==> config.mk <==
export PLATFORM = sky130hd
export DESIGN_NAME = wash_cycle_sequencer_flat
export DESIGN_NICKNAME = d
export VERILOG_FILES = /design/src/rtl/core/wcs_pkg.sv /design/src/rtl/core/wcs_if.sv /design/src/rtl/core/wcs_cfg_regs.sv /design/src/rtl/core/wcs_engine.sv /design/src/rtl/core/wash_cycle_sequencer.sv /design/src/flat_wrapper.sv
export SDC_FILE = /design/constraint.sdc
export NUM_CORES = 1
export LEC_CHECK = 0
export BUFFER_PORTS_ARGS = -buffer_cell sky130_fd_sc_hd__buf_2
export CAP_MARGIN = 15
export CORE_MARGIN = 5
export CORE_UTILIZATION = 62
export DETAILED_ROUTE_END_ITERATION = 8
export PLACE_DENSITY = 0.85
export SLEW_MARGIN = 15
export SYNTH_ARGS = -nofsm -noshare
export SYNTH_HDL_FRONTEND = slang
export SYNTH_SLANG_ARGS = --single-unit
==> constraint.sdc <==
create_clock -name clk -period 23.7 [get_ports clk]
set_clock_uncertainty 0.2 [all_clocks]
set_input_delay 1.185 -clock clk [delete_from_list [all_inputs] [get_ports clk]]
set_output_delay 1.185 -clock clk [all_outputs]
set_load 0.02 [all_outputs]
==> src/rtl/core/wcs_pkg.sv <==
`default_nettype none
package wcs_pkg;

	localparam int unsigned SEC_W    = 12;
	localparam int unsigned DUTY_W   = 8;
	localparam int unsigned DEB_W    = 16;
	localparam int unsigned MS_W     = 24;
	localparam int unsigned PHASE_MS_W = 22;
	localparam int unsigned CFG_IDX_W  = 3;

	localparam logic [PHASE_MS_W-1:0] MS_PER_S = PHASE_MS_W'(1000);
	localparam logic [PHASE_MS_W-1:0] MAX22    = {PHASE_MS_W{1'b1}};
	localparam logic [MS_W-1:0]       MAX24    = {MS_W{1'b1}};

	// register file indexes
	typedef enum logic [CFG_IDX_W-1:0] {
		CFG_WASH_SECONDS   = 3'd0,
		CFG_RINSE_SECONDS  = 3'd1,
		CFG_SPIN_SECONDS   = 3'd2,
		CFG_MOTOR_SPEED    = 3'd3,
		CFG_DEBOUNCE_MS    = 3'd4,
		CFG_REST_MS        = 3'd5,
		CFG_RUN_LIMIT_MS   = 3'd6
	} cfg_idx_t;

	typedef enum logic [1:0] {
		PH_IDLE  = 2'd0,
		PH_WASH  = 2'd1,
		PH_RINSE = 2'd2,
		PH_SPIN  = 2'd3
	} phase_t;

	typedef enum logic [1:0] {
		DIR_STOP = 2'd0,
		DIR_FWD  = 2'd1,
		DIR_REV  = 2'd2
	} dir_t;

	typedef struct packed {
		logic [SEC_W-1:0]  wash_seconds;
		logic [SEC_W-1:0]  rinse_seconds;
		logic [SEC_W-1:0]  spin_seconds;
		logic [DUTY_W-1:0] motor_speed;
		logic [DEB_W-1:0]  debounce_ms;
		logic [MS_W-1:0]   rest_ms;
		logic [MS_W-1:0]   run_limit_ms;
	} cfg_t;

	typedef struct packed {
		dir_t              motor_dir;
		logic [DUTY_W-1:0] motor_duty;
		logic              pump_on;
		logic              lamp_on;
		phase_t            cycle_phase;
		logic              cycle_ended;
		logic              timed_out;
	} res_t;

endpackage
`default_nettype wire

==> src/rtl/core/wcs_if.sv <==
`default_nettype none
// sensor tick channel
interface wcs_in_if;
	logic valid;
	logic ready;
	logic sensor_edge;

	modport source (output valid, output sensor_edge, input ready);
	modport sink (input valid, input sensor_edge, output ready);
endinterface

// actuator result channel
interface wcs_out_if;
	logic       valid;
	logic       ready;
	logic [1:0] motor_dir;
	logic [7:0] motor_duty;
	logic       pump_on;
	logic       lamp_on;
	logic [1:0] cycle_phase;
	logic       cycle_ended;
	logic       timed_out;

	modport source (output valid, output motor_dir, output motor_duty, output pump_on,
		output lamp_on, output cycle_phase, output cycle_ended, output timed_out,
		input ready);
	modport sink (input valid, input motor_dir, input motor_duty, input pump_on,
		input lamp_on, input cycle_phase, input cycle_ended, input timed_out,
		output ready);
endinterface
`default_nettype wire

==> src/rtl/core/wcs_cfg_regs.sv <==
`default_nettype none
module wcs_cfg_regs
	import wcs_pkg::*;
(
	input  wire logic                 clk,
	input  wire logic                 arst_n,
	input  wire logic                 cfg_we,
	input  wire logic [CFG_IDX_W-1:0] cfg_idx,
	input  wire logic [MS_W-1:0]      cfg_wdata,
	output cfg_t                      cfg
);

	cfg_t cfg_q;

	// write the addressed register, drop unknown indexes
	always_ff @(posedge clk or negedge arst_n) begin
		if (!arst_n) begin
			cfg_q.wash_seconds   <= SEC_W'(30);
			cfg_q.rinse_seconds  <= SEC_W'(20);
			cfg_q.spin_seconds   <= SEC_W'(10);
			cfg_q.motor_speed    <= DUTY_W'(200);
			cfg_q.debounce_ms    <= DEB_W'(1500);
			cfg_q.rest_ms        <= MS_W'(60000);
			cfg_q.run_limit_ms   <= MS_W'(600000);
		end else if (cfg_we) begin
			case (cfg_idx)
				CFG_WASH_SECONDS:   cfg_q.wash_seconds   <= cfg_wdata[SEC_W-1:0];
				CFG_RINSE_SECONDS:  cfg_q.rinse_seconds  <= cfg_wdata[SEC_W-1:0];
				CFG_SPIN_SECONDS:   cfg_q.spin_seconds   <= cfg_wdata[SEC_W-1:0];
				CFG_MOTOR_SPEED:    cfg_q.motor_speed    <= cfg_wdata[DUTY_W-1:0];
				CFG_DEBOUNCE_MS:    cfg_q.debounce_ms    <= cfg_wdata[DEB_W-1:0];
				CFG_REST_MS:        cfg_q.rest_ms        <= cfg_wdata;
				CFG_RUN_LIMIT_MS:   cfg_q.run_limit_ms   <= cfg_wdata;
				default: ;
			endcase
		end
	end

	assign cfg = cfg_q;

endmodule
`default_nettype wire

==> src/rtl/core/wcs_engine.sv <==
`default_nettype none
module wcs_engine
	import wcs_pkg::*;
(
	input  wire logic clk,
	input  wire logic arst_n,
	input  wire logic step,
	input  wire logic sensor_edge,
	input  cfg_t      cfg,
	output res_t      res,
	output phase_t    phase
);

	phase_t                phase_q;
	logic [PHASE_MS_W-1:0] phase_elapsed_q;
	logic [MS_W-1:0]       cycle_elapsed_q;
	logic [MS_W-1:0]       since_edge_q;
	logic [MS_W-1:0]       since_end_q;

	phase_t                phase_d;
	logic [PHASE_MS_W-1:0] phase_elapsed_d;
	logic [MS_W-1:0]       cycle_elapsed_d;
	logic [MS_W-1:0]       since_edge_d;
	logic [MS_W-1:0]       since_end_d;
	logic                  ended;
	logic                  tout;
	logic                  edge_ok;
	logic [SEC_W-1:0]      secs;
	logic [PHASE_MS_W-1:0] limit_ms;

	// next state for one tick
	always_comb begin
		since_edge_d    = (since_edge_q == MAX24) ? MAX24 : since_edge_q + 1'b1;
		since_end_d     = (since_end_q == MAX24) ? MAX24 : since_end_q + 1'b1;
		phase_d         = phase_q;
		phase_elapsed_d = phase_elapsed_q;
		cycle_elapsed_d = cycle_elapsed_q;
		ended           = 1'b0;
		tout            = 1'b0;
		if (phase_q != PH_IDLE) begin
			phase_elapsed_d = (phase_elapsed_q == MAX22) ? MAX22 : phase_elapsed_q + 1'b1;
			cycle_elapsed_d = (cycle_elapsed_q == MAX24) ? MAX24 : cycle_elapsed_q + 1'b1;
		end

		// debounce the edge, start a cycle once cooled down
		edge_ok = sensor_edge && (since_edge_d > {{(MS_W-DEB_W){1'b0}}, cfg.debounce_ms});
		if (edge_ok) begin
			since_edge_d = '0;
			if (phase_q == PH_IDLE && since_end_d > cfg.rest_ms) begin
				phase_d         = PH_WASH;
				phase_elapsed_d = '0;
				cycle_elapsed_d = '0;
			end
		end

		// pick the running phase length
		case (phase_d)
			PH_WASH:  secs = cfg.wash_seconds;
			PH_RINSE: secs = cfg.rinse_seconds;
			default:  secs = cfg.spin_seconds;
		endcase
		limit_ms = PHASE_MS_W'(secs) * MS_PER_S;

		// watchdog first, then phase advance
		if (phase_d != PH_IDLE) begin
			if (cycle_elapsed_d > cfg.run_limit_ms) begin
				ended = 1'b1;
				tout  = 1'b1;
			end else if (phase_elapsed_d >= limit_ms) begin
				case (phase_d)
					PH_WASH:  phase_d = PH_RINSE;
					PH_RINSE: phase_d = PH_SPIN;
					default:  ended   = 1'b1;
				endcase
				phase_elapsed_d = '0;
			end
			if (ended) begin
				phase_d         = PH_IDLE;
				phase_elapsed_d = '0;
				cycle_elapsed_d = '0;
				since_end_d     = '0;
			end
		end
	end

	// drive actuators from the phase after the tick
	always_comb begin
		res.cycle_phase = phase_d;
		res.cycle_ended = ended;
		res.timed_out   = tout;
		res.pump_on     = (phase_d != PH_IDLE);
		res.lamp_on     = (phase_d != PH_IDLE);
		case (phase_d)
			PH_WASH, PH_RINSE: begin
				res.motor_dir  = DIR_FWD;
				res.motor_duty = cfg.motor_speed;
			end
			PH_SPIN: begin
				res.motor_dir  = DIR_REV;
				res.motor_duty = cfg.motor_speed >> 1;
			end
			default: begin
				res.motor_dir  = DIR_STOP;
				res.motor_duty = '0;
			end
		endcase
	end

	// commit the tick
	always_ff @(posedge clk or negedge arst_n) begin
		if (!arst_n) begin
			phase_q         <= PH_IDLE;
			phase_elapsed_q <= '0;
			cycle_elapsed_q <= '0;
			since_edge_q    <= '0;
			since_end_q     <= '0;
		end else if (step) begin
			phase_q         <= phase_d;
			phase_elapsed_q <= phase_elapsed_d;
			cycle_elapsed_q <= cycle_elapsed_d;
			since_edge_q    <= since_edge_d;
			since_end_q     <= since_end_d;
		end
	end

	assign phase = phase_q;

endmodule
`default_nettype wire

==> src/rtl/core/wash_cycle_sequencer.sv <==
// channel   dir  payload                                            beat
// sensor    in   sensor_edge                                        one 1 ms tick
// result    out  motor_dir motor_duty pump_on lamp_on cycle_phase   one per tick
//                cycle_ended timed_out
// cfg       in   cfg_we cfg_idx cfg_wdata                           one register write
//
// One tick per clock sustained while results are taken; each result passes the input
// register, then the result register after the single-pass state update.
// Reset (arst_n low) loads the register defaults and clears all counters to idle.
// A stalled result holds the result register and the input register; sensor ready
// drops only when both are full and the result is not taken.
`default_nettype none
module wash_cycle_sequencer
	import wcs_pkg::*;
(
	input  wire logic                 clk,
	input  wire logic                 arst_n,
	wcs_in_if.sink                    sensor,
	wcs_out_if.source                 result,
	input  wire logic                 cfg_we,
	input  wire logic [CFG_IDX_W-1:0] cfg_idx,
	input  wire logic [MS_W-1:0]      cfg_wdata
);

	cfg_t   cfg;
	res_t   res;
	phase_t phase;

	logic valid_s1;
	logic edge_s1;
	logic out_valid_q;
	res_t out_q;
	logic advance;

	// move the held tick into the result register when it has room
	assign advance      = valid_s1 && (!out_valid_q || result.ready);
	assign sensor.ready = !valid_s1 || advance;

	wcs_cfg_regs u_cfg (
		.clk       (clk),
		.arst_n    (arst_n),
		.cfg_we    (cfg_we),
		.cfg_idx   (cfg_idx),
		.cfg_wdata (cfg_wdata),
		.cfg       (cfg)
	);

	wcs_engine u_engine (
		.clk         (clk),
		.arst_n      (arst_n),
		.step        (advance),
		.sensor_edge (edge_s1),
		.cfg         (cfg),
		.res         (res),
		.phase       (phase)
	);

	// input register
	always_ff @(posedge clk or negedge arst_n) begin
		if (!arst_n) begin
			valid_s1 <= 1'b0;
		end else if (sensor.ready) begin
			valid_s1 <= sensor.valid;
		end
	end

	always_ff @(posedge clk) begin
		if (sensor.valid && sensor.ready) begin
			edge_s1 <= sensor.sensor_edge;
		end
	end

	// result register
	always_ff @(posedge clk or negedge arst_n) begin
		if (!arst_n) begin
			out_valid_q <= 1'b0;
		end else if (advance) begin
			out_valid_q <= 1'b1;
		end else if (result.ready) begin
			out_valid_q <= 1'b0;
		end
	end

	always_ff @(posedge clk) begin
		if (advance) begin
			out_q <= res;
		end
	end

	assign result.valid       = out_valid_q;
	assign result.motor_dir   = out_q.motor_dir;
	assign result.motor_duty  = out_q.motor_duty;
	assign result.pump_on     = out_q.pump_on;
	assign result.lamp_on     = out_q.lamp_on;
	assign result.cycle_phase = out_q.cycle_phase;
	assign result.cycle_ended = out_q.cycle_ended;
	assign result.timed_out   = out_q.timed_out;

	// a cycle end leaves the engine idle
	a_end_idle: assert property (@(posedge clk) disable iff (!arst_n)
		advance && res.cycle_ended |=> phase == PH_IDLE)
		else $error("engine not idle after cycle end");

	// phase moves at most one step forward, or back to idle; a start may pass
	// straight through an empty wash into rinse
	a_phase_step: assert property (@(posedge clk) disable iff (!arst_n)
		advance |=> (phase == $past(phase)) || (phase == PH_IDLE) ||
			(phase == phase_t'($past(phase) + 2'd1)) ||
			(($past(phase) == PH_IDLE) && (phase == PH_RINSE)))
		else $error("phase skipped");

	// no tick taken, no state change
	a_hold: assert property (@(posedge clk) disable iff (!arst_n)
		!advance |=> $stable(phase))
		else $error("phase moved without a tick");

	// a timeout is always reported as a cycle end
	a_tout_ended: assert property (@(posedge clk) disable iff (!arst_n)
		advance && res.timed_out |=> out_valid_q && out_q.cycle_ended)
		else $error("timeout without cycle end");

endmodule
`default_nettype wire
==> src/flat_wrapper.sv <==
// flat-port wrapper written by rule: the top's interface ports become plain ports
module wash_cycle_sequencer_flat import wcs_pkg::*;
  (clk, arst_n, cfg_we, cfg_idx, cfg_wdata, sensor_valid, sensor_sensor_edge, sensor_ready, result_valid, result_motor_dir, result_motor_duty, result_pump_on, result_lamp_on, result_cycle_phase, result_cycle_ended, result_timed_out, result_ready);
  wcs_in_if sensor_i ();
  wcs_out_if result_i ();
  input  wire logic clk;
  input  wire logic arst_n;
  input  wire logic cfg_we;
  input  wire logic [CFG_IDX_W-1:0] cfg_idx;
  input  wire logic [MS_W-1:0] cfg_wdata;
  input wire logic [$bits(sensor_i.valid)-1:0] sensor_valid;
  input wire logic [$bits(sensor_i.sensor_edge)-1:0] sensor_sensor_edge;
  output wire logic [$bits(sensor_i.ready)-1:0] sensor_ready;
  output wire logic [$bits(result_i.valid)-1:0] result_valid;
  output wire logic [$bits(result_i.motor_dir)-1:0] result_motor_dir;
  output wire logic [$bits(result_i.motor_duty)-1:0] result_motor_duty;
  output wire logic [$bits(result_i.pump_on)-1:0] result_pump_on;
  output wire logic [$bits(result_i.lamp_on)-1:0] result_lamp_on;
  output wire logic [$bits(result_i.cycle_phase)-1:0] result_cycle_phase;
  output wire logic [$bits(result_i.cycle_ended)-1:0] result_cycle_ended;
  output wire logic [$bits(result_i.timed_out)-1:0] result_timed_out;
  input wire logic [$bits(result_i.ready)-1:0] result_ready;
  assign sensor_i.valid = sensor_valid;
  assign sensor_i.sensor_edge = sensor_sensor_edge;
  assign sensor_ready = sensor_i.ready;
  assign result_valid = result_i.valid;
  assign result_motor_dir = result_i.motor_dir;
  assign result_motor_duty = result_i.motor_duty;
  assign result_pump_on = result_i.pump_on;
  assign result_lamp_on = result_i.lamp_on;
  assign result_cycle_phase = result_i.cycle_phase;
  assign result_cycle_ended = result_i.cycle_ended;
  assign result_timed_out = result_i.timed_out;
  assign result_i.ready = result_ready;
  wash_cycle_sequencer u_core (.clk(clk), .arst_n(arst_n), .sensor(sensor_i), .result(result_i), .cfg_we(cfg_we), .cfg_idx(cfg_idx), .cfg_wdata(cfg_wdata));
endmodule
# == After elaboration in Yosys (flattened, before gate mapping) ==
# Index checks and enable logic that the tools add are counted.
# word_totals
reg_bits,222
latchBits,0
ramBits,0
rom_bits,0
input_bits,33
n_memories,0
# classes
add_sub_neg,4
n_mul,1
div_mod_pow,0
order_cmp,4
eq_ne,15
shift,0
muxes,35
n_bitwise,0
n_reduce_logical,23
# ops
op,n
$mux W24,11
$mux W22,8
$add A24 B1 Y24 const B,3
$eq A24 B24 Y1 const B,3
$gt A24 B24 Y1,2
$gt A24 B16 Y1,1
$pmux W12 S2,1
$add A22 B1 Y22 const B,1
$eq A22 B22 Y1 const B,1
$ge A22 B22 Y1,1
$pmux W10 S2,1
$mul A12 B7 Y19 const B,1
$reduce_and A2 Y1,7
$mux W2,6
$eq A3 B3 Y1 const B,3
$reduce_bool A2 Y1,4
$mux W1,7
$eq A2 B2 Y1 const B,3
$eq A3 B2 Y1 const B,2
$eq A2 B1 Y1 const B,2
$logic_and A1 B1 Y1,4
$pmux W2 S2,1
$reduce_or A2 Y1,2
$eq A3 B1 Y1 const B,1
other kinds (4),6

# == Logic depth before layout (Yosys ltp) ==
# Gate-level depths: netlist of the first run.
# logic_depth
word_depth,18
depth_mapped,56
mapped_depth_nobuf,48

# == Modules after synthesis ==
# A second synthesis of the first run with hierarchy kept.
# hier_totals
hier_cells,1554
hier_area_um2,15299.7
# modules_own_cells
mod,n_inst,cells_per_inst,area_each_um2
wcs_engine,1,1296,10575.1
wcs_cfg_regs,1,233,4110.2
wash_cycle_sequencer,1,25,614.3

# == Worst setup path before layout of the first run ==
# OpenSTA, ideal clock, no wires.
# synth_path
path_type,reg-to-reg
from,reg u_core.u_engine.since_end_q[0]
to,"reg u_core.out_q, in the netlist u_core.result.motor_duty[2] (data pin)"
setup_time_ns,0.263
t_arrival_ns,11.642
required_ns,23.237
path_slack_ns,11.595
stages_incl_launch_ff,56
path_buffers,9
synth_period_minus_slack_ns,12.105
path_cell_list,dfrtp_1 -> ha_1 -> and4_1 -> and2_1 -> clkbuf_1 -> nand3_1 -> nor2_1 -> and4_1 -> clkbuf_1 -> nand2_1 -> clkbuf_1 -> clkbuf_1 -> o21ai_0 -> ha_1 -> nand4_1 -> nor4_1 -> nand3_1 -> or3_1 -> [... 20 more ...] -> o21a_1 -> o21ai_0 -> nand2_1 -> ha_1 -> a21o_1 -> a21o_1 -> a21oi_1 -> o21ai_0 -> a31oi_1 -> o21ai_0 -> o21ai_1 -> buf_4 -> a21o_1 -> o21ai_1 -> ha_1 -> clkbuf_1 -> a22oi_1 -> nor2_1
# synth_rtl
item,line_no,source
start: declaration,wcs_engine.sv:18,logic [MS_W-1:0] since_end_q;
start signal: assignment,wcs_engine.sv:122,since_end_q <= since_end_d;
end signal: assignment,wash_cycle_sequencer.sv:86,out_q <= res;
end: declaration,wash_cycle_sequencer.sv:32,res_t out_q;

==> impl_results.html, run 1 <==
<table>
<tr><th>Metric</th><th>Value</th></tr>
<tr><th colspan="2">Clock network</th></tr>
<tr><td>H-tree Lvls</td><td>1</td></tr>
<tr><td># Post-CTS Setup Buffers</td><td>0</td></tr>
<tr><td>Sink Count</td><td>222</td></tr>
<tr><td>Clock-pin slew on the worst setup and hold paths</td><td>0.06 ns</td></tr>
<tr><td>Quantity of hold-fixing buffers added after cts</td><td>0</td></tr>
<tr><td>Clock Tree Root</td><td>sky130_fd_sc_hd__clkbuf_16</td></tr>
<tr><td>TritonCTS clock tree</td><td>yes</td></tr>
<tr><td>Buffers from clock root to sink, at most</td><td>3</td></tr>
<tr><td>Number of CTS-inserted buffers</td><td>25</td></tr>
<tr><td>Clock insertion delay at the later pin of the skew report</td><td>0.53 ns</td></tr>
<tr><td>Post-CTS resize count</td><td>0</td></tr>
<tr><th colspan="2">Layout</th></tr>
<tr><td>Fill cells</td><td>1891</td></tr>
<tr><td>Antenna diode instance count</td><td>0</td></tr>
<tr><td>Number of cells in the finished layout apart from fillers</td><td>2063</td></tr>
<tr><td>Final net count</td><td>1923</td></tr>
<tr><td>Area Growth Syn to Fin</td><td>8.56%</td></tr>
<tr><td>Share of final-layout standard cells stronger than drive strength 1</td><td>15.3%</td></tr>
<tr><td>Layout Utilization</td><td>67.8%</td></tr>
<tr><th colspan="2">Floorplan</th></tr>
<tr><td>Starting utilization of the core area</td><td>62.4%</td></tr>
<tr><td>Die Outline Area</td><td>28400 sq um</td></tr>
<tr><td>Height of the chip</td><td>169 um</td></tr>
<tr><td>Count of standard-cell rows</td><td>58</td></tr>
<tr><td>Area of the core</td><td>25000 sq um</td></tr>
<tr><td>Number of I/O pins</td><td>51</td></tr>
<tr><td>Width of the chip</td><td>169 um</td></tr>
<tr><th colspan="2">Timing</th></tr>
<tr><td>Final critical-path share of the clock period</td><td>58.3%</td></tr>
<tr><td>Final critical-path required period</td><td>13.82 ns</td></tr>
<tr><td>Unrepaired setup endpoints after global routing</td><td>false</td></tr>
<tr><td>Setup Total Neg Slack</td><td>0 ns</td></tr>
<tr><td>Slew at the pin closest to its max-slew limit</td><td>1.08 ns</td></tr>
<tr><td>Hold Vio Cnt, Final</td><td>0</td></tr>
<tr><td>Setup violators final</td><td>0</td></tr>
<tr><td>Number of pins exceeding their max-slew limit in the final report</td><td>0</td></tr>
<tr><td>Hold slack</td><td>0.310 ns</td></tr>
<tr><td>Slew Limit Headroom</td><td>27.7%</td></tr>
<tr><td>Highest Clock Rate</td><td>72.4 MHz</td></tr>
<tr><th colspan="2">Synth</th></tr>
<tr><td>Number of synthesis warnings</td><td>0</td></tr>
<tr><td>Largest area contributor in the synthesized netlist</td><td>sky130_fd_sc_hd__dfrtp_1</td></tr>
<tr><td>Flop and latch count out of synthesis</td><td>222</td></tr>
<tr><td>Most frequent cell after synthesis</td><td>sky130_fd_sc_hd__nand2_1</td></tr>
<tr><td>Post-synthesis instance total</td><td>1699</td></tr>
<tr><td>Number of synthesized flops with an enable pin</td><td>16</td></tr>
<tr><td>Asr flop ratio synth</td><td>92.8%</td></tr>
<tr><td>Commonest cells post-synth</td><td>182 x sky130_fd_sc_hd__nand2_1, 173 x sky130_fd_sc_hd__dfrtp_1, 139 x sky130_fd_sc_hd__ha_1, 134 x sky130_fd_sc_hd__inv_1, 132 x sky130_fd_sc_hd__a21oi_1</td></tr>
<tr><td>Synthesized net count</td><td>1908</td></tr>
<tr><td>Most frequently used flop master after synthesis</td><td>sky130_fd_sc_hd__dfrtp_1</td></tr>
<tr><td>Share of cell area taken by muxes after synthesis</td><td>7.06%</td></tr>
<tr><td>Syn Std Cell Area</td><td>15600 sq um</td></tr>
<tr><td>Mean cell area of the mapped netlist</td><td>9.17 sq um</td></tr>
<tr><td>Combinational family with the most area after synthesis</td><td>simple AND/OR/NAND/NOR gates</td></tr>
<tr><td>Synth top area cells</td><td>sky130_fd_sc_hd__dfrtp_1 28%, sky130_fd_sc_hd__ha_1 11%, sky130_fd_sc_hd__mux2_2 6.9%, sky130_fd_sc_hd__dfstp_2 5.6%, sky130_fd_sc_hd__fa_1 4.8%</td></tr>
<tr><td>Number of distinct library cells after synthesis</td><td>74</td></tr>
<tr><td>Synth Area in Simple Gates</td><td>17.9%</td></tr>
<tr><td>Post-synthesis compound-gate area fraction</td><td>13.3%</td></tr>
<tr><td>Top-area cell type share of the netlist area</td><td>27.8%</td></tr>
<tr><td>Post-synthesis share of cell area spent on xor and xnor gates</td><td>3.99%</td></tr>
<tr><td>Adder-Cell Fraction of Synth Area</td><td>15.9%</td></tr>
<tr><td>Share of the yosys chip area belonging to registers</td><td>36.4%</td></tr>
<tr><th colspan="2">Setup path</th></tr>
<tr><td>Arrival time reported for the critical path endpoint</td><td>13.89 ns</td></tr>
<tr><td>Worst setup EP type</td><td>flop</td></tr>
<tr><td>Reg2Reg Depth</td><td>50</td></tr>
<tr><td>Worst reg2reg startpoint</td><td>u_core.u_engine.since_end_q[0]</td></tr>
<tr><td>Crit start category</td><td>flop</td></tr>
<tr><td>Slowest cell on crit path</td><td>sky130_fd_sc_hd__o21ai_0</td></tr>
<tr><td>Reg2reg setup slack</td><td>9.88 ns</td></tr>
<tr><td>Worst EP required</td><td>23.77 ns</td></tr>
<tr><td>Most common cell type on the critical path</td><td>sky130_fd_sc_hd__ha_1</td></tr>
<tr><td>Largest stage delay on the critical path</td><td>0.73 ns</td></tr>
<tr><td>Crit Path Category</td><td>flop to flop</td></tr>
<tr><td>Maximum fanout count along the critical path</td><td>39</td></tr>
<tr><td>Critical R2R Capture</td><td>u_core.result.motor_duty[3]</td></tr>
<tr><th colspan="2">Routing</th></tr>
<tr><td>Number of design-rule violations left by the first detailed-router iteration</td><td>1237</td></tr>
<tr><td>Average wire per standard cell</td><td>18.1 um</td></tr>
<tr><td>DRT Wirelength</td><td>37200 um</td></tr>
<tr><td>Number of detailed-route iterations in the first pass</td><td>7</td></tr>
<tr><td>Post-route ant nets</td><td>0</td></tr>
<tr><td>Total via count in the routed design</td><td>12.8k</td></tr>
<tr><td>Vias per std cell</td><td>6.20</td></tr>
<tr><td>Number of remaining DRC errors</td><td>0</td></tr>
<tr><th colspan="2">Flow run</th></tr>
<tr><td>Max-cap check violation count</td><td>0</td></tr>
<tr><th colspan="2">Min path</th></tr>
<tr><td>Endpoint of the worst hold path</td><td>u_core.u_cfg.cfg[43]</td></tr>
<tr><td>Hold Path Origin</td><td>u_core.u_cfg.cfg[43]</td></tr>
<tr><td>Class of the tightest hold or removal check</td><td>flop to flop</td></tr>
<tr><td>Hold path cells</td><td>1</td></tr>
<tr><th colspan="2">GRT</th></tr>
<tr><td>Combined global-route utilization of all metal layers</td><td>26.3%</td></tr>
<tr><td>Overflow after GRT</td><td>0</td></tr>
<tr><td>Number of antenna violations at the first check in global routing</td><td>0</td></tr>
<tr><td>Largest net degree at the start of global routing</td><td>95</td></tr>
<tr><td>First-pass GRT wire length</td><td>62900 um</td></tr>
<tr><td>Via count of the first global-routing pass</td><td>12.7k</td></tr>
<tr><th colspan="2">Power and ir drop</th></tr>
<tr><td>Lkg Pwr</td><td>7.74 nW</td></tr>
<tr><td>Power density cells</td><td>132 nW/um^2</td></tr>
<tr><td>Final Power</td><td>0.00224 W</td></tr>
<tr><td>Worst ir drop on vdd</td><td>0.000158 V</td></tr>
<tr><th colspan="2">Placed design</th></tr>
<tr><td>Count of input and output buffers</td><td>50</td></tr>
<tr><td>Routability congestion estimate</td><td>0.908</td></tr>
<tr><td>Post-detailed-placement half-perimeter wirelength</td><td>26100 um</td></tr>
<tr><td>Cells after DPL</td><td>2016</td></tr>
<tr><th colspan="2">Status</th></tr>
<tr><td>Result of the run</td><td>finished clean</td></tr>
</table>
==> flip-flops by register name, indices dropped and copies added (netlist names) <==
signal                           flops
u_core.u_engine.since_end_q         24
u_core.u_engine.phase_elapsed_q     22
u_core.result.timed_out              1
u_core.u_engine.since_edge_q        24
u_core.result.motor_duty             8
u_core.valid_s1                      1
u_core.u_engine.cycle_elapsed_q     24
u_core.edge_s1                       1
u_core.u_engine.phase                2
u_core.result.valid                  1
u_core.result.pump_on                1
u_core.result.motor_dir              2
u_core.result.cycle_phase            2
u_core.u_cfg.cfg                   108
u_core.result.cycle_ended            1
==> logic make-up (layout without fill, tap and decap cells) <==
logic type / count (synthesis) / count (layout)
buffers and inverters: 218 / 252
AND/OR/NAND/NOR: 576 / 576
AO/OA/AOI/OAI: 338 / 338
flip-flops: 222 / 222
XOR/XNOR: 71 / 71
adder cells (fa/ha/maj): 176 / 176
multiplexers: 98 / 98
==> stage by stage <==
stage / instance area (sq um) / setup slack, ns
final: 16900 / 9.88
after global routing: 16900 / 8.89
after CTS: 16900 / 10.10
after detailed placement: 16100 / 10.19
after global placement: 16100 / 10.66
after floorplan: 15600 / 11.60
==> critical path: cells and delay by family (launching register included) <==
family / cells / cell delay [ns]
and+or+nand+nor: 14 / 3.15
buffers and inverters: 5 / 0.81
DFF: 1 / 0.46
xor gates and xnor gates: 2 / 0.40
AOI/OAI and AO/OA: 19 / 4.63
adders and majority gates: 10 / 3.88
==> how the worst max path moves through the flow <==
stage                                         from                          end  slack, ns  depth (start not counted)
finish              u_core.u_engine.since_end_q[0]  u_core.result.motor_duty[3]       9.88                         50
global route        u_core.u_engine.since_end_q[0]  u_core.result.motor_duty[5]       8.89                         49
CTS                 u_core.u_engine.since_end_q[0]  u_core.result.motor_duty[3]      10.10                         49
detailed placement  u_core.u_engine.since_end_q[0]  u_core.result.motor_duty[3]      10.19                         49
global placement    u_core.u_engine.since_end_q[0]  u_core.result.motor_duty[6]      10.66                         47
floorplan           u_core.u_engine.since_end_q[0]  u_core.result.motor_duty[2]      11.60                         55
==> layer usage <==
metal / global-route usage (%) / part of all wire (%) / vias to the layer above / routed length, um
met5: 0 / 0 / - / 0
met4: 6.63 / 2.4 / 0 / 911
met3: 3.27 / 6.4 / 75 / 2380
met2: 43.2 / 47 / 505 / 17700
met1: 37.5 / 44 / 6205 / 16300
li1: - / - / 5998 / -
==> power by group <==
group	internal (W)	switching (W)	total [W]
sequential	0.000458	0.0000595	0.000518
combinational	0.000572	0.000777	0.00135
clock	0.000219	0.000156	0.000374
total	0.00125	0.000992	0.00224
==> final cells by class <==
type / instances / area, sq um / area share [%]
well taps: 330 / 413 / 2.44
flip-flops and latches: 222 / 5680 / 33.6
clock inverters: 9 / 81.3 / 0.481
clock buffers: 37 / 711 / 4.20
repair buffers: 69 / 422 / 2.49
inverters: 137 / 514 / 3.04
multi-input cells: 1259 / 9100 / 53.8
==> placed cells by master (no fill, tap or decap), types with 7 or more instances in the layout <==
cell and n:
sky130_fd_sc_hd__a21oi_1 131, sky130_fd_sc_hd__nand3_1 80, sky130_fd_sc_hd__buf_2 49, sky130_fd_sc_hd__mux2_2 95, sky130_fd_sc_hd__a31oi_1 12, sky130_fd_sc_hd__clkbuf_16 25, sky130_fd_sc_hd__ha_1 139, sky130_fd_sc_hd__or2_2 7
sky130_fd_sc_hd__nor2b_1 8, sky130_fd_sc_hd__and3_1 18, sky130_fd_sc_hd__xor2_1 45, sky130_fd_sc_hd__edfxtp_1 16, sky130_fd_sc_hd__and4_1 13, sky130_fd_sc_hd__nand2b_1 24, sky130_fd_sc_hd__o31ai_1 8, sky130_fd_sc_hd__and2_1 10
sky130_fd_sc_hd__nor3_1 49, sky130_fd_sc_hd__o21ai_0 77, sky130_fd_sc_hd__clkbuf_1 8, sky130_fd_sc_hd__dfrtp_1 173, sky130_fd_sc_hd__a211oi_1 13, sky130_fd_sc_hd__dfstp_2 33, sky130_fd_sc_hd__nand4_1 37, sky130_fd_sc_hd__fa_1 37
sky130_fd_sc_hd__nor2_1 119, sky130_fd_sc_hd__or3_1 7, sky130_fd_sc_hd__xnor2_1 26, sky130_fd_sc_hd__buf_4 18, sky130_fd_sc_hd__inv_1 133, sky130_fd_sc_hd__a22oi_1 22, sky130_fd_sc_hd__a21o_1 13, sky130_fd_sc_hd__nand2_1 181
Power figures use the tool's default switching activity.
==> inputs of run 2 (changes only) <==
--- a/config.mk
+++ b/config.mk
@@ -8,9 +8,9 @@
 export BUFFER_PORTS_ARGS = -buffer_cell sky130_fd_sc_hd__buf_2
 export CAP_MARGIN = 15
 export CORE_MARGIN = 5
-export CORE_UTILIZATION = 62
+export CORE_UTILIZATION = 58
 export DETAILED_ROUTE_END_ITERATION = 8
-export PLACE_DENSITY = 0.85
+export PLACE_DENSITY = 0.83
 export SLEW_MARGIN = 15
 export SYNTH_ARGS = -nofsm -noshare
 export SYNTH_HDL_FRONTEND = slang
==> constraint.sdc (replaced) <==
create_clock -name clk -period 11.4 [get_ports clk]
set_clock_uncertainty 0.2 [all_clocks]
set_input_delay 0.57 -clock clk [delete_from_list [all_inputs] [get_ports clk]]
set_output_delay 0.57 -clock clk [all_outputs]
set_load 0.02 [all_outputs]
==> run 2 against run 1 <==
Net effect: critical path type unchanged; die area is 6.5% higher; setup slack worse by 10 ns; non-clock buffer count up 65; clock-buffer cell count shrank 5; sequential cell count is the same; clock power is 140% higher; the run now ends with negative setup slack left; maximum frequency grew 19%.
==> impl_results.html, run 2 (synthesized netlist as in run 1, its figures left out) <==
<table>
<tr><th>Metric</th><th>Value</th></tr>
<tr><th colspan="2">Clock network</th></tr>
<tr><td>Buffers from clock root to sink, at most</td><td>3 (unchanged)</td></tr>
<tr><td>Sink Count</td><td>222 (unchanged)</td></tr>
<tr><td>H-tree Lvls</td><td>1 (unchanged)</td></tr>
<tr><td>Number of CTS-inserted buffers</td><td>24 (was 25)</td></tr>
<tr><td>Clock insertion delay at the later pin of the skew report</td><td>0.55 ns (was 0.53 ns)</td></tr>
<tr><td>Clock-pin slew on the worst setup and hold paths</td><td>0.07 ns (was 0.06 ns)</td></tr>
<tr><td>Clock Tree Root</td><td>sky130_fd_sc_hd__clkbuf_16 (unchanged)</td></tr>
<tr><td>TritonCTS clock tree</td><td>yes (unchanged)</td></tr>
<tr><th colspan="2">Setup path</th></tr>
<tr><td>Worst setup EP type</td><td>flop (unchanged)</td></tr>
<tr><td>Arrival time reported for the critical path endpoint</td><td>11.68 ns (was 13.89 ns)</td></tr>
<tr><td>Crit Path Category</td><td>flop to flop (unchanged)</td></tr>
<tr><td>Slowest cell on crit path</td><td>sky130_fd_sc_hd__fa_2 (was sky130_fd_sc_hd__o21ai_0)</td></tr>
<tr><td>Largest stage delay on the critical path</td><td>0.59 ns (was 0.73 ns)</td></tr>
<tr><td>Maximum fanout count along the critical path</td><td>6 (was 39)</td></tr>
<tr><td>Most common cell type on the critical path</td><td>sky130_fd_sc_hd__ha_4 (was sky130_fd_sc_hd__ha_1)</td></tr>
<tr><td>Crit start category</td><td>flop (unchanged)</td></tr>
<tr><td>Worst EP required</td><td>11.48 ns (was 23.77 ns)</td></tr>
<tr><th colspan="2">Timing</th></tr>
<tr><td>Highest Clock Rate</td><td>86.2 MHz (was 72.4 MHz)</td></tr>
<tr><td>Number of pins exceeding their max-slew limit in the final report</td><td>0 (unchanged)</td></tr>
<tr><td>Worst-case setup margin in the final layout</td><td>-0.197 ns (was 9.88 ns)</td></tr>
<tr><td>Final critical-path required period</td><td>11.60 ns (was 13.82 ns)</td></tr>
<tr><td>Setup violators final</td><td>8 (was 0)</td></tr>
<tr><td>Final critical-path share of the clock period</td><td>102% (was 58.3%)</td></tr>
<tr><td>Slew at the pin closest to its max-slew limit</td><td>1.10 ns (was 1.08 ns)</td></tr>
<tr><td>Hold Vio Cnt, Final</td><td>0 (unchanged)</td></tr>
<tr><td>Slew Limit Headroom</td><td>26.4% (was 27.7%)</td></tr>
<tr><th colspan="2">Layout</th></tr>
<tr><td>Share of final-layout standard cells stronger than drive strength 1</td><td>22.4% (was 15.3%)</td></tr>
<tr><td>Highest-count cells in the layout ignoring fill and taps</td><td>180 x sky130_fd_sc_hd__nand2_1, 172 x sky130_fd_sc_hd__dfrtp_1, 132 x sky130_fd_sc_hd__inv_1, 129 x sky130_fd_sc_hd__a21oi_1, 127 x sky130_fd_sc_hd__ha_1 (was 181 x sky130_fd_sc_hd__nand2_1, 173 x sky130_fd_sc_hd__dfrtp_1, 139 x sky130_fd_sc_hd__ha_1, 133 x sky130_fd_sc_hd__inv_1, 131 x sky130_fd_sc_hd__a21oi_1)</td></tr>
<tr><td>Commonest non-fill, non-tap cell in the layout</td><td>sky130_fd_sc_hd__nand2_1 (unchanged)</td></tr>
<tr><td>Number of flip-flops in the largest register</td><td>108 (unchanged)</td></tr>
<tr><td>Final net count</td><td>1987 (was 1923)</td></tr>
<tr><td>Number of cells in the finished layout apart from fillers</td><td>2137 (was 2063)</td></tr>
<tr><td>Area Growth Syn to Fin</td><td>15.6% (was 8.56%)</td></tr>
<tr><td>Antenna diode instance count</td><td>0 (unchanged)</td></tr>
<tr><td>Layout Utilization</td><td>67.4% (was 67.8%)</td></tr>
<tr><th colspan="2">Floorplan</th></tr>
<tr><td>Starting utilization of the core area</td><td>58.3% (was 62.4%)</td></tr>
<tr><td>Height of the chip</td><td>174 um (was 169 um)</td></tr>
<tr><td>Die Outline Area</td><td>30200 sq um (was 28400 sq um)</td></tr>
<tr><td>Count of standard-cell rows</td><td>60 (was 58)</td></tr>
<tr><td>Number of I/O pins</td><td>51 (unchanged)</td></tr>
<tr><td>Area of the core</td><td>26700 sq um (was 25000 sq um)</td></tr>
<tr><td>Width of the chip</td><td>174 um (was 169 um)</td></tr>
<tr><th colspan="2">GRT</th></tr>
<tr><td>Largest net degree at the start of global routing</td><td>95 (unchanged)</td></tr>
<tr><td>Via count of the first global-routing pass</td><td>13.2k (was 12.7k)</td></tr>
<tr><td>Overflow after GRT</td><td>0 (unchanged)</td></tr>
<tr><td>Combined global-route utilization of all metal layers</td><td>25.5% (was 26.3%)</td></tr>
<tr><td>Number of antenna violations at the first check in global routing</td><td>0 (unchanged)</td></tr>
<tr><td>First-pass GRT wire length</td><td>64900 um (was 62900 um)</td></tr>
<tr><th colspan="2">Placed design</th></tr>
<tr><td>Cells after DPL</td><td>2061 (was 2016)</td></tr>
<tr><td>Post-detailed-placement half-perimeter wirelength</td><td>26600 um (was 26100 um)</td></tr>
<tr><td>Count of input and output buffers</td><td>50 (unchanged)</td></tr>
<tr><td>Routability congestion estimate</td><td>0.872 (was 0.908)</td></tr>
<tr><th colspan="2">Power and ir drop</th></tr>
<tr><td>Internal power component</td><td>0.00295 W (was 0.00125 W)</td></tr>
<tr><td>Reported net switching power</td><td>0.00251 W (was 0.000992 W)</td></tr>
<tr><td>Clock share of power</td><td>16.5% (was 16.7%)</td></tr>
<tr><td>Worst ir drop on vdd</td><td>0.000384 V (was 0.000158 V)</td></tr>
<tr><td>Sequential group share of total power</td><td>19.7% (was 23.1%)</td></tr>
<tr><td>Power density cells</td><td>303 nW/um^2 (was 132 nW/um^2)</td></tr>
<tr><td>Logic pwr share</td><td>63.7% (was 60.2%)</td></tr>
<tr><td>Lkg Pwr</td><td>8.20 nW (was 7.74 nW)</td></tr>
<tr><td>Switching power as a share of total power</td><td>45.9% (was 44.3%)</td></tr>
<tr><th colspan="2">Status</th></tr>
<tr><td>Violated checks</td><td>negative setup slack</td></tr>
<tr><td>Result of the run</td><td>complete, but fails checks (was finished clean)</td></tr>
<tr><th colspan="2">Routing</th></tr>
<tr><td>Number of remaining DRC errors</td><td>0 (unchanged)</td></tr>
<tr><td>Average wire per standard cell</td><td>20.4 um (was 18.1 um)</td></tr>
<tr><td>Post-route ant nets</td><td>0 (unchanged)</td></tr>
<tr><td>Vias per std cell</td><td>6.40 (was 6.20)</td></tr>
<tr><td>Number of detailed-route iterations in the first pass</td><td>8 (was 7)</td></tr>
<tr><td>DRT Wirelength</td><td>43700 um (was 37200 um)</td></tr>
<tr><td>Total via count in the routed design</td><td>13.7k (was 12.8k)</td></tr>
<tr><td>Number of design-rule violations left by the first detailed-router iteration</td><td>1608 (was 1237)</td></tr>
<tr><th colspan="2">Flow run</th></tr>
<tr><td>Max-cap check violation count</td><td>0 (unchanged)</td></tr>
<tr><th colspan="2">Min path</th></tr>
<tr><td>Class of the tightest hold or removal check</td><td>input pin to flop (was flop to flop)</td></tr>
</table>
[run 2: cell types whose count changed in the layout (fill, tap and decap cells not counted), moves of 6 or more]
| cell | delta |
|---|---|
| sky130_fd_sc_hd__a22oi_2 | +11 |
| sky130_fd_sc_hd__o21ai_2 | +10 |
| sky130_fd_sc_hd__ha_4 | +8 |
| sky130_fd_sc_hd__ha_1 | -12 |
| sky130_fd_sc_hd__buf_4 | +55 |
| sky130_fd_sc_hd__o21ai_0 | -11 |
| sky130_fd_sc_hd__clkbuf_1 | -7 |
| sky130_fd_sc_hd__buf_6 | +6 |
| sky130_fd_sc_hd__a22oi_1 | -11 |
[run 2: power groups by stage]
stage | combinational [W] | sequential [W] | clock [W]
2_1_floorplan | 0.00216 | 0.00105 | 0
3_3_place_gp | 0.00264 | 0.00106 | 0
3_5_place_dp | 0.00278 | 0.00107 | 0
4_1_cts | 0.00286 | 0.00106 | 0.000903
5_1_grt | 0.00380 | 0.00109 | 0.000941
6_report | 0.00348 | 0.00108 | 0.000902
[run 2: repair_timing]
item,in CTS,in global routing
resized for setup,18,71
hold buffers,2,0
pin swaps,6,46
setup endpoints to repair,41,84
buffers inserted,6,23
endpoints found under the hold margin,52,0
[run 2: layout make-up]
type	count	area, sq um
clock buffer	32	701
clock inverter	12	218
fill	1845	8710
inverter	137	517
multi-input combinational	1259	9510
sequential	222	5680
tap	341	427
timing repair buffer	134	962
[run 2: path summary, 6_finish.rpt]
kind	start	endpoint	slack (ns)	cells after the start
worst min-delay path	sensor_valid	u_core.valid_s1	0.03	2
worst max-delay path	u_core.u_engine.since_end_q[0]	u_core.result.motor_duty[1]	-0.20	52
worst max register to register	u_core.u_engine.since_end_q[0]	u_core.result.motor_duty[1]	-0.20	52
max in group asynchronous	arst_n	u_core.u_cfg.cfg[5]	8.64	4
worst min register to register	u_core.u_cfg.cfg[36]	u_core.u_cfg.cfg[36]	0.31	1
min in group asynchronous	arst_n	u_core.u_engine.since_end_q[16]	0.33	2
[run 2: worst max-delay path, delay by kind of cell, from the launching register on]
family                   cells  cell delay [ns]
AO/OA/AOI/OAI               16             3.34
AND/OR/NAND/NOR             15             2.98
adder cells (fa/ha/maj)      9             2.94
buffers and inverters       10             1.22
flip-flops                   1             0.35
XOR/XNOR                     2             0.26
[run 2: routing by layer]
layer	global-route usage (%)	vias up	wire (um)
met4	8.97	0	2230
met3	3.41	176	3170
met2	42.9	722	20900
met1	34.0	6651	17400
met5	0	-	0
li1	-	6129	-
[run 2: per-stage QoR]
| step | cell area [sq um] | hold slack (ns) | setup slack, ns | total power (W) | setup TNS, ns |
|---|---|---|---|---|---|
| 4_1_cts | 17500 | 0.00909 | 0.0243 | 0.00482 | 0 |
| 3_5_place_dp | 16400 | 0.293 | -0.480 | 0.00385 | -5.68 |
| 5_1_grt | 18000 | 0.0358 | -0.489 | 0.00582 | -11.22 |
| 3_3_place_gp | 16400 | 0.288 | 0.171 | 0.00370 | 0 |
| 2_1_floorplan | 15600 | 0.0744 | 0.0567 | 0.00321 | 0 |
| 6_report | 18000 | 0.0325 | -0.197 | 0.00545 | -1.26 |
==> inputs of run 3 (changes only) <==
--- a/config.mk
+++ b/config.mk
@@ -8,9 +8,9 @@
 export BUFFER_PORTS_ARGS = -buffer_cell sky130_fd_sc_hd__buf_2
 export CAP_MARGIN = 15
 export CORE_MARGIN = 5
-export CORE_UTILIZATION = 58
+export CORE_UTILIZATION = 62
 export DETAILED_ROUTE_END_ITERATION = 8
-export PLACE_DENSITY = 0.83
+export PLACE_DENSITY = 0.85
 export SLEW_MARGIN = 15
 export SYNTH_ARGS = -nofsm -noshare
 export SYNTH_HDL_FRONTEND = slang
==> constraint.sdc (replaced) <==
create_clock -name clk -period 13.5 [get_ports clk]
set_clock_uncertainty 0.2 [all_clocks]
set_input_delay 0.675 -clock clk [delete_from_list [all_inputs] [get_ports clk]]
set_output_delay 0.675 -clock clk [all_outputs]
set_load 0.02 [all_outputs]
==> run 3 against run 2 <==
Net effect: the run now ends clean; final cell count shrank 3.0%; via count decreased by 4.8%; clock power decreased by 24%; global-route usage grew 1.6 points; utilization rose by 1.0 points; first-iteration DRC count decreased by 22%; largest cell class unchanged; largest power group unchanged.
==> impl_results.html, run 3 (synthesized netlist as in run 1, its figures left out) <==
<table>
<tr><th>Metric</th><th>Value</th></tr>
<tr><th colspan="2">Routing</th></tr>
<tr><td>Number of design-rule violations left by the first detailed-router iteration</td><td>1248 (was 1608)</td></tr>
<tr><td>Number of remaining DRC errors</td><td>0 (unchanged)</td></tr>
<tr><td>Number of detailed-route iterations in the first pass</td><td>7 (was 8)</td></tr>
<tr><td>Post-route ant nets</td><td>0 (unchanged)</td></tr>
<tr><td>Average wire per standard cell</td><td>18.5 um (was 20.4 um)</td></tr>
<tr><td>Vias per std cell</td><td>6.28 (was 6.40)</td></tr>
<tr><td>Total via count in the routed design</td><td>13.0k (was 13.7k)</td></tr>
<tr><td>DRT Wirelength</td><td>38300 um (was 43700 um)</td></tr>
<tr><th colspan="2">Min path</th></tr>
<tr><td>Hold Path Origin</td><td>sensor_sensor_edge (was sensor_valid)</td></tr>
<tr><td>Hold path cells</td><td>1 (was 2)</td></tr>
<tr><td>Endpoint of the worst hold path</td><td>u_core.edge_s1 (was u_core.valid_s1)</td></tr>
<tr><td>Class of the tightest hold or removal check</td><td>input pin to flop (unchanged)</td></tr>
<tr><th colspan="2">Placed design</th></tr>
<tr><td>Placed Area</td><td>16200 sq um (was 16400 sq um)</td></tr>
<tr><td>Routability congestion estimate</td><td>0.884 (was 0.872)</td></tr>
<tr><td>Count of input and output buffers</td><td>50 (unchanged)</td></tr>
<tr><td>Post-detailed-placement half-perimeter wirelength</td><td>26500 um (was 26600 um)</td></tr>
<tr><td>Post-Place Setup Slack</td><td>-0.0898 ns (was -0.480 ns)</td></tr>
<tr><th colspan="2">GRT</th></tr>
<tr><td>Number of antenna violations at the first check in global routing</td><td>0 (unchanged)</td></tr>
<tr><td>Via count of the first global-routing pass</td><td>13.2k (about the same)</td></tr>
<tr><td>Combined global-route utilization of all metal layers</td><td>27.1% (was 25.5%)</td></tr>
<tr><td>Largest net degree at the start of global routing</td><td>83 (was 95)</td></tr>
<tr><td>First-pass GRT wire length</td><td>64500 um (was 64900 um)</td></tr>
<tr><td>Overflow after GRT</td><td>0 (unchanged)</td></tr>
<tr><th colspan="2">Flow run</th></tr>
<tr><td>Max-cap check violation count</td><td>0 (unchanged)</td></tr>
<tr><th colspan="2">Layout</th></tr>
<tr><td>Share of final-layout standard cells stronger than drive strength 1</td><td>16.6% (was 22.4%)</td></tr>
<tr><td>Number of flip-flops in the largest register</td><td>108 (unchanged)</td></tr>
<tr><td>Antenna diode instance count</td><td>0 (unchanged)</td></tr>
<tr><td>Area Growth Syn to Fin</td><td>9.65% (was 15.6%)</td></tr>
<tr><td>Total non-filler cell area in the finished layout</td><td>17100 sq um (was 18000 sq um)</td></tr>
<tr><td>Commonest non-fill, non-tap cell in the layout</td><td>sky130_fd_sc_hd__nand2_1 (unchanged)</td></tr>
<tr><td>Highest-count cells in the layout ignoring fill and taps</td><td>180 x sky130_fd_sc_hd__nand2_1, 173 x sky130_fd_sc_hd__dfrtp_1, 137 x sky130_fd_sc_hd__ha_1, 133 x sky130_fd_sc_hd__inv_1, 131 x sky130_fd_sc_hd__a21oi_1 (was 180 x sky130_fd_sc_hd__nand2_1, 172 x sky130_fd_sc_hd__dfrtp_1, 132 x sky130_fd_sc_hd__inv_1, 129 x sky130_fd_sc_hd__a21oi_1, 127 x sky130_fd_sc_hd__ha_1)</td></tr>
<tr><td>Final net count</td><td>1934 (was 1987)</td></tr>
<tr><th colspan="2">Floorplan</th></tr>
<tr><td>Area of the core</td><td>25000 sq um (was 26700 sq um)</td></tr>
<tr><td>Height of the chip</td><td>169 um (was 174 um)</td></tr>
<tr><td>Die Outline Area</td><td>28400 sq um (was 30200 sq um)</td></tr>
<tr><td>Width of the chip</td><td>169 um (was 174 um)</td></tr>
<tr><td>Count of standard-cell rows</td><td>58 (was 60)</td></tr>
<tr><td>Starting utilization of the core area</td><td>62.4% (was 58.3%)</td></tr>
<tr><td>Number of I/O pins</td><td>51 (unchanged)</td></tr>
<tr><th colspan="2">Timing</th></tr>
<tr><td>Final critical-path required period</td><td>12.87 ns (was 11.60 ns)</td></tr>
<tr><td>Hold slack</td><td>0.110 ns (was 0.0325 ns)</td></tr>
<tr><td>Hold Vio Cnt, Final</td><td>0 (unchanged)</td></tr>
<tr><td>Slew Limit Headroom</td><td>20.6% (was 26.4%)</td></tr>
<tr><td>Worst-case setup margin in the final layout</td><td>0.628 ns (was -0.197 ns)</td></tr>
<tr><td>Highest Clock Rate</td><td>77.7 MHz (was 86.2 MHz)</td></tr>
<tr><td>Final critical-path share of the clock period</td><td>95.3% (was 102%)</td></tr>
<tr><td>Setup violators final</td><td>0 (was 8)</td></tr>
<tr><td>Slew at the pin closest to its max-slew limit</td><td>1.19 ns (was 1.10 ns)</td></tr>
<tr><td>Number of pins exceeding their max-slew limit in the final report</td><td>0 (unchanged)</td></tr>
<tr><th colspan="2">Power and ir drop</th></tr>
<tr><td>Lkg Pwr</td><td>7.83 nW (was 8.20 nW)</td></tr>
<tr><td>Final Power</td><td>0.00399 W (was 0.00545 W)</td></tr>
<tr><td>Worst ir drop on vdd</td><td>0.000260 V (was 0.000384 V)</td></tr>
<tr><td>Power density cells</td><td>234 nW/um^2 (was 303 nW/um^2)</td></tr>
<tr><th colspan="2">Clock network</th></tr>
<tr><td>Clock Tree Root</td><td>sky130_fd_sc_hd__clkbuf_16 (unchanged)</td></tr>
<tr><td>H-tree Lvls</td><td>1 (unchanged)</td></tr>
<tr><td>TritonCTS clock tree</td><td>yes (unchanged)</td></tr>
<tr><td>Number of CTS-inserted buffers</td><td>25 (was 24)</td></tr>
<tr><td>Clock-pin slew on the worst setup and hold paths</td><td>0.06 ns (was 0.07 ns)</td></tr>
<tr><td>Buffers from clock root to sink, at most</td><td>3 (unchanged)</td></tr>
<tr><td>Sink Count</td><td>222 (unchanged)</td></tr>
<tr><td>Clock insertion delay at the later pin of the skew report</td><td>0.54 ns (was 0.55 ns)</td></tr>
<tr><th colspan="2">Setup path</th></tr>
<tr><td>Worst setup EP type</td><td>flop (unchanged)</td></tr>
<tr><td>Critical R2R Capture</td><td>u_core.result.motor_duty[4] (was u_core.result.motor_duty[1])</td></tr>
<tr><td>Arrival time reported for the critical path endpoint</td><td>12.95 ns (was 11.68 ns)</td></tr>
<tr><td>Maximum fanout count along the critical path</td><td>20 (was 6)</td></tr>
<tr><td>Crit Path Category</td><td>flop to flop (unchanged)</td></tr>
<tr><td>Most common cell type on the critical path</td><td>sky130_fd_sc_hd__ha_1 (was sky130_fd_sc_hd__ha_4)</td></tr>
<tr><td>Reg2Reg Depth</td><td>51 (was 52)</td></tr>
<tr><td>Largest stage delay on the critical path</td><td>0.61 ns (was 0.59 ns)</td></tr>
<tr><td>Slowest cell on crit path</td><td>sky130_fd_sc_hd__fa_1 (was sky130_fd_sc_hd__fa_2)</td></tr>
<tr><td>Reg2reg setup slack</td><td>0.63 ns (was -0.20 ns)</td></tr>
<tr><td>Worst EP required</td><td>13.58 ns (was 11.48 ns)</td></tr>
<tr><td>Crit start category</td><td>flop (unchanged)</td></tr>
<tr><td>Worst reg2reg startpoint</td><td>u_core.u_engine.since_end_q[0] (unchanged)</td></tr>
<tr><th colspan="2">Status</th></tr>
<tr><td>Result of the run</td><td>finished clean (was complete, but fails checks)</td></tr>
</table>
-- run 3: changes by cell type in the layout (fill, tap and decap cells not counted), sizes merged --
cell	previous run	this run
dlygate4sd3	2	1
bufinv	5	1
clkbuf	33	34
buf	131	78
clkinv	4	8
-- run 3: worst max-delay path, delay by kind of cell, from the launching register on --
family | cells | cell delay (ns)
multiplexers | 1 | 0.31
flip-flops | 1 | 0.45
adder cells (fa/ha/maj) | 10 | 3.72
buffers and inverters | 6 | 0.82
AO/OA/AOI/OAI | 16 | 3.16
XOR/XNOR | 2 | 0.35
AND/OR/NAND/NOR | 16 | 3.60
-- run 3: worst max-delay path by stage --
stage	startpoint	end	slack (ns)	cells past startpoint
after global routing	u_core.u_engine.since_end_q[0]	u_core.result.motor_duty[4]	-0.04	51
after detailed placement	u_core.u_engine.since_end_q[0]	u_core.result.motor_duty[4]	-0.09	50
after CTS	u_core.u_engine.since_end_q[0]	u_core.result.motor_duty[4]	0.02	51
after floorplan	u_core.u_engine.since_end_q[0]	u_core.result.motor_duty[2]	1.40	55
after global placement	u_core.u_engine.since_end_q[0]	u_core.result.motor_duty[0]	0.61	50
final	u_core.u_engine.since_end_q[0]	u_core.result.motor_duty[4]	0.63	51
-- run 3: final cells by class --
| class | instances | area (sq um) |
|---|---|---|
| clock buffers | 33 | 727 |
| repair buffers | 80 | 487 |
| multi-input cells | 1259 | 9160 |
| inverters | 137 | 514 |
| well taps | 330 | 413 |
| fillers | 1839 | 7880 |
| flip-flops and latches | 222 | 5680 |
| clock inverters | 12 | 106 |
-- run 3: per-layer routing --
| metal | vias up | track usage (%) | share of wire (%) |
|---|---|---|---|
| met2 | 546 | 44.8 | 48 |
| met5 | - | 0 | 0 |
| met3 | 98 | 3.81 | 7.2 |
| met4 | 0 | 9.70 | 3.6 |
| met1 | 6368 | 36.8 | 41 |
| li1 | 6006 | - | - |
-- run 3: report_power, final --
part	switching (W)	internal, W
clock	0.000289	0.000400
combinational	0.00138	0.00102
sequential	0.000105	0.000805
total	0.00177	0.00222
-- run 3: through the flow --
stage | TNS, ns | std cells | utilization, %
floorplan | 0 | 1699 | -
global placement | 0 | 2026 | 64.8
detailed placement | -0.320 | 2026 | 64.8
CTS | 0 | 2072 | 68.2
global route | -0.107 | 2073 | 68.4
finish | 0 | 2073 | 68.4
-- run 3: repair_timing --
item / 4_1_cts / 5_1_grt
resized for setup: 2 / 17
pin swaps: 0 / 1
hold endpoints to repair: 17 / 0
hold buffers: 1 / 0
setup endpoints to repair: 8 / 75
setup buffers: 0 / 1
